--- src/sv/wdwm_pkg.sv ---
`timescale 1ns / 1ps

package wdwm_pkg;

    localparam int ROWS_DEF        = 20;
    localparam int DIRECTIONS_DEF  = 16;
    localparam int COUNT_WIDTH_DEF = 12;

    localparam int DIR_W    = 4;
    localparam int TIME_W   = 32;
    localparam int PERIOD_W = 16;
    localparam int TOTAL_W  = 17;

    localparam logic [PERIOD_W-1:0] PERIOD_RESET = PERIOD_W'(30);
    localparam logic [TOTAL_W-1:0]  TOTAL_MAX    = {TOTAL_W{1'b1}};

    // Per-transfer command broadcast from the sequencer to every cell.
    typedef struct packed {
        logic             upd;
        logic             advance;
        logic [DIR_W-1:0] dir;
    } t_cell_ctl;

    typedef enum logic [3:0] {
        ST_IDLE = 4'b0001,
        ST_UPD  = 4'b0010,
        ST_SCAN = 4'b0100,
        ST_HOLD = 4'b1000
    } t_state;

endpackage

--- src/sv/wdwm_cell.sv ---
`timescale 1ns / 1ps

module wdwm_cell #(
    parameter int ROWS        = wdwm_pkg::ROWS_DEF,
    parameter int COUNT_WIDTH = wdwm_pkg::COUNT_WIDTH_DEF,
    parameter int TOT_W       = COUNT_WIDTH + $clog2(ROWS),
    parameter int IDX         = 0
) (
    input  logic                       i_clk,
    input  logic                       i_rst_n,
    input  wdwm_pkg::t_cell_ctl        i_ctl,
    input  logic [wdwm_pkg::DIR_W-1:0] i_best_dir,
    input  logic [TOT_W-1:0]           i_best_total,
    output logic [wdwm_pkg::DIR_W-1:0] o_best_dir,
    output logic [TOT_W-1:0]           o_best_total
);

    // Ring of this direction's counts: entry 0 is the current row and the
    // last entry is the oldest row, which drops out when the ring advances.
    logic [COUNT_WIDTH-1:0] r_ring [ROWS];
    logic [TOT_W-1:0]       r_other;
    logic [wdwm_pkg::DIR_W-1:0] r_best_dir;
    logic [TOT_W-1:0]       r_best_total;

    logic                   w_hit;
    logic [COUNT_WIDTH-1:0] w_head_inc;
    logic [TOT_W-1:0]       w_own_total;
    logic                   w_take_own;

    assign w_hit      = (i_ctl.dir == wdwm_pkg::DIR_W'(IDX));
    assign w_head_inc = (r_ring[0] == {COUNT_WIDTH{1'b1}}) ? r_ring[0]
                                                          : r_ring[0] + 1'b1;
    assign w_own_total = TOT_W'(r_ring[0]) + r_other;
    assign w_take_own  = (IDX == 0) || (w_own_total > i_best_total);

    always_ff @(posedge i_clk) begin
        if (!i_rst_n) begin
            for (int k = 0; k < ROWS; k++) begin
                r_ring[k] <= '0;
            end
            r_other <= '0;
        end else if (i_ctl.upd) begin
            if (i_ctl.advance) begin
                // Rows other than the new current row: everything except the
                // oldest row, which drops out of the window.
                r_other <= r_other + TOT_W'(r_ring[0]) - TOT_W'(r_ring[ROWS-1]);
                for (int k = 1; k < ROWS; k++) begin
                    r_ring[k] <= r_ring[k-1];
                end
                r_ring[0] <= w_hit ? COUNT_WIDTH'(1) : '0;
            end else if (w_hit) begin
                r_ring[0] <= w_head_inc;
            end
        end
    end

    always_ff @(posedge i_clk) begin
        if (w_take_own) begin
            r_best_dir   <= wdwm_pkg::DIR_W'(IDX);
            r_best_total <= w_own_total;
        end else begin
            r_best_dir   <= i_best_dir;
            r_best_total <= i_best_total;
        end
    end

    assign o_best_dir   = r_best_dir;
    assign o_best_total = r_best_total;

endmodule

--- config.mk ---
export PLATFORM = sky130hd
export DESIGN_NAME = wdwm_cell
export DESIGN_NICKNAME = d
export VERILOG_FILES = /design/src/sv/wdwm_pkg.sv /design/src/sv/wdwm_cell.sv
export SDC_FILE = /design/constraint.sdc
export NUM_CORES = 1
export LEC_CHECK = 0
export ABC_AREA = 1
export BUFFER_PORTS_ARGS = -buffer_cell sky130_fd_sc_hd__buf_2
export CAP_MARGIN = 20
export CELL_PAD_IN_SITES_DETAIL_PLACEMENT = 1
export CELL_PAD_IN_SITES_GLOBAL_PLACEMENT = 2
export CORE_ASPECT_RATIO = 0.9
export CORE_UTILIZATION = 25
export CTS_CLUSTER_DIAMETER = 50
export DETAILED_ROUTE_END_ITERATION = 8
export HOLD_SLACK_MARGIN = 0.12
export PLACE_DENSITY = 0.5
export RECOVER_POWER = 25
export SKIP_CTS_REPAIR_TIMING = 1
export SYNTH_ARGS = -nofsm -noshare
export SYNTH_HDL_FRONTEND = slang
export SYNTH_SLANG_ARGS = --single-unit
export TNS_END_PERCENT = 100
--- constraint.sdc ---
create_clock -name i_clk -period 9.2 [get_ports i_clk]
set_clock_uncertainty 0.1 [all_clocks]
set_input_delay 0.92 -clock i_clk [delete_from_list [all_inputs] [get_ports i_clk]]
set_output_delay 0.92 -clock i_clk [all_outputs]
set_load 0.05 [all_outputs]
# Yosys cells after proc, flatten, opt, wreduce, memory -nomap -nowiden
# Memories as Yosys holds them, arrays and structs flattened.
# Index checks and enable logic that the tools add are counted.
dict set report totals {
  regBits 34
  ram_bits 240
  word_cells 63
  n_memories 1
}
dict set report classes {
  n_addsub 3
  eq_ne 1
  muxes 33
  bitwise_logic 21
  reduce_logical 2
}
# name depth word_bits read_ports rd_ports_with_merged_regs wr line
set mem_list {}
lappend mem_list {r_ring 20 12 20 0 20 wdwm_cell.sv:20} ;# logic [COUNT_WIDTH-1:0] r_ring [ROWS];
# op n
set op_table {}
lappend op_table {{12-bit two-way mux} 22}
lappend op_table {{1-bit bitwise OR} 21}
lappend op_table {{17-bit by 12-bit adder with 17-bit output} 1}
lappend op_table {{17-bit by 12-bit subtractor with 17-bit output} 1}
lappend op_table {{12-bit by 1-bit adder with 12-bit output, second input constant} 1}
lappend op_table {{12-bit == test, second input constant} 1}
lappend op_table {{1-bit two-way mux} 11}
lappend op_table {{4-bit zero test} 1}
lappend op_table {{2-bit AND reduction} 1}

# Longest topological paths before layout
dict set report depth {
  ltp_word 7
  ltp_mapped 18
  depth_no_buf 18
}

# Worst setup path after synthesis
# Ideal clock, no wire load.
dict set report synth_timing {
  kind {input to register}
  from {input i_rst_n}
  to {memory r_ring[0][0] (netlist name), enable pin}
  setup_time_ps 354
  t_arrival_ps 6336
  path_slack_ps 2410
  stages 6
  n_path_buf 1
  cell_sequence {buf_2 inv_1 nor2_1 inv_1 nor2_1 inv_1}
}
# element line
set synth_rtl {}
lappend synth_rtl {{start, declared} wdwm_cell.sv:10} ;# input logic i_rst_n,
lappend synth_rtl {{end, declared} wdwm_cell.sv:20}

==> results.py <==
metrics = {
    "timing": {
        "tns_ns": 0,
        "rsz0062_at_grt": "false",
        "max_slew_margin": -0.243,
        "timing.final.crit_share": 0.637,
        "setup_viol": 0,
        "tightest_slew_ns": 1.85,
        "maxSlewViolCount": 51,
        "fin_hold_ws_ns": 0.374,
        "max_freq_mhz": 171,
        "hold_viol_final": 0,
        "min_period_ns": 5.86,
    },
    "final_layout": {
        "stdcell_area_um2": 13800,
        "mostFrequentLayoutCell": "inv_1",
        "final_util": 0.297,
        "nets": 1253,
        "n_antenna_cell": 0,
        "fill_cells": 5230,
        "most-common-layout-cells": "inv_1 (299), edfxtp_1 (240), nor2_1 (231), nand2_1 (142), clkbuf_16 (42)",
        "drive_above_1_share": 0.0743,
        "area_growth_pct": 17.2,
    },
    "grt": {
        "antenna_found_initial": 2,
        "track_usage": 0.104,
        "grt_pass1_wl_um": 39100,
        "grt_start_max_net_pins": 120,
        "grt-ovfl-total": 0,
        "first_global_vias": 7406,
    },
    "placement": {
        "globalplace.congestion": 0.756,
        "io_buffers": 24,
        "placed_area_um2": 12600,
        "dp_hpwl_um": 14500,
    },
    "die": {
        "io_pins": 50,
        "die_y_um": 208,
        "dieArea_um2": 48100,
        "start_util": 0.253,
        "core_area_um2": 46600,
        "die_w_um": 231,
        "num_rows": 75,
    },
    "routing": {
        "first_pass_iters": 4,
        "drtAntennaViolNets": 0,
        "drt-total-wl_um": 23800,
        "drc": 0,
        "drtIter0Drc": 410,
        "vias_per_cell": 3.88,
        "vias": 7146,
        "wl_per_cell_um": 12.9,
    },
    "synth": {
        "synthesis.area_um2": 11800,
        "ys_types": 41,
        "yosysSeqAreaShare": 0.668,
        "yosysWarnings": 0,
        "syn_inst": 1155,
        "yosys_register_bits": 274,
        "async_reset_ff_frac": 0,
        "synth_flop_cell": "edfxtp_1",
        "synth.avg_cell_area_um2": 10.2,
        "synth-edff-count": 240,
    },
    "worst_setup_path": {
        "crit_family": "buffers and inverters",
        "crit_path_cell_trace": "clkbuf_1 -> inv_1 -> nor2_1 -> clkbuf_1 -> clkinvlp_2 -> buf_4 -> a21oi_1 -> o21ai_0 -> o21ai_0",
        "required_ns": 9.57,
        "critPathBufInv": 5,
        "reg2reg_depth": 17,
        "cp-end-kind": "flop",
        "slowest_stage": "clkinvlp_2",
        "cp-start-kind": "primary input",
        "critical-path-max-stage-delay_ns": 1.73,
        "critPathMaxFanout": 88,
        "path_depth": 9,
        "cp.arrival_ns": 6.24,
        "worstSetupPathType": "primary input to flop",
    },
    "outcome": {
        "failed_checks": "max-capacitance violations, max-slew violations",
        "status": "complete, but fails checks",
    },
    "power_and_ir_drop": {
        "ir_worst_vdd_v": 0.000106,
        "p_leak_uw": 0.00588,
        "powerDensity_nw_per_um2": 246,
    },
    "clocking": {
        "clk_pin_slew_ns": 0.05,
        "cts_buffers": 39,
        "cts_sinks": 274,
        "clk-insertion-delay-late_ns": 0.55,
        "cts.htree.levels": 2,
        "cts_tree": "built",
        "clock_path_buffers": 3,
        "clockRootBuffer": "clkbuf_16",
    },
    "job": {
        "drv_cap": 1,
    },
    "hold_path": {
        "whs_path_depth": 2,
        "holdCritPathClass": "flop to flop",
    },
}
-- Yosys cell counts (2+ instances only) --
cell type / number / area, um2
a21boi_0: 2 / 15.0
a21oi_1: 25 / 125
a21oi_2: 2 / 17.5
a31oi_1: 4 / 25.0
buf_2: 2 / 10.0
buf_4: 4 / 30.0
clkbuf_1: 23 / 86.3
clkbuf_8: 2 / 27.5
dfxtp_1: 34 / 681
edfxtp_1: 240 / 7210
fa_1: 2 / 40.0
ha_1: 25 / 313
inv_1: 301 / 1130
inv_2: 5 / 18.8
nand2_1: 137 / 514
nand2_2: 14 / 87.6
nand3_1: 30 / 150
nand3_2: 2 / 20.0
nand4_1: 5 / 31.3
nor2_1: 231 / 867
nor3_1: 7 / 35.0
nor3_2: 3 / 30.0
o21ai_0: 25 / 125
o21ai_1: 3 / 15.0
o31ai_1: 2 / 15.0
xnor2_1: 6 / 52.6
xor2_1: 5 / 43.8
-- kinds of logic after synthesis --
| kind of cell | count (synthesis) | synth area share |
|---|---|---|
| AND/OR/NAND/NOR | 436 | 0.151 |
| buffers and inverters | 338 | 0.111 |
| flip-flops | 274 | 0.668 |
| AO/OA/AOI/OAI | 68 | 0.0323 |
| adder cells (fa/ha/maj) | 27 | 0.0299 |
| XOR/XNOR | 11 | 0.00815 |
| other | 1 | 0.000317 |
-- where the power goes --
group | internal (uW) | total (uW) | switching [uW]
combinational | 108 | 410 | 302
clock | 942 | 1500 | 562
sequential | 1450 | 1490 | 36.3
-- layout make-up --
cell class | count | area, um2 | area share
clock inverters | 20 | 216 | 0.0156
well taps | 616 | 771 | 0.0557
multi-input cells | 546 | 2600 | 0.188
flip-flops and latches | 274 | 7890 | 0.570
clock buffers | 49 | 1080 | 0.0778
inverters | 306 | 1160 | 0.0836
repair buffers | 30 | 135 | 0.00976
-- worst min-delay path: stages, from the launching register on --
cell and delay [ns]:
dfxtp_1 0.31, nand2_1 0.07, nand2_1 0.05
-- layer usage --
layer	wire length [um]	global-route usage	vias up
li1	-	-	3656
met1	12300	0.143	3374
met2	9900	0.152	73
met3	1040	0.0280	39
met4	588	0.0457	4
met5	31	0	-
-- final timing paths --
path | from | end | slack, ns
max reg2reg | r_ring[0][0]$_SDFFCE_PN0P_ | r_other[14]$_SDFFE_PN0P_ | 5.41
min reg2reg | r_other[16]$_SDFFE_PN0P_ | r_other[16]$_SDFFE_PN0P_ | 0.37
min | r_other[16]$_SDFFE_PN0P_ | r_other[16]$_SDFFE_PN0P_ | 0.37
max | i_rst_n | r_other[12]$_SDFFE_PN0P_ | 3.34
-- sequential cells by signal (all words and copies together) (netlist names) --
name / flops
o_best_total: 17
r_other: 17
r_ring: 240
-- through the flow --
step	power (uW)	instances	setup WS, ns
finish	3400	1841	3.34
global route	3570	1841	2.57
CTS	3480	1841	5.34
detailed placement	1940	1772	5.00
global placement	1940	1772	5.01
floorplan	1830	1158	2.41
Power figures use the tool's default switching activity.
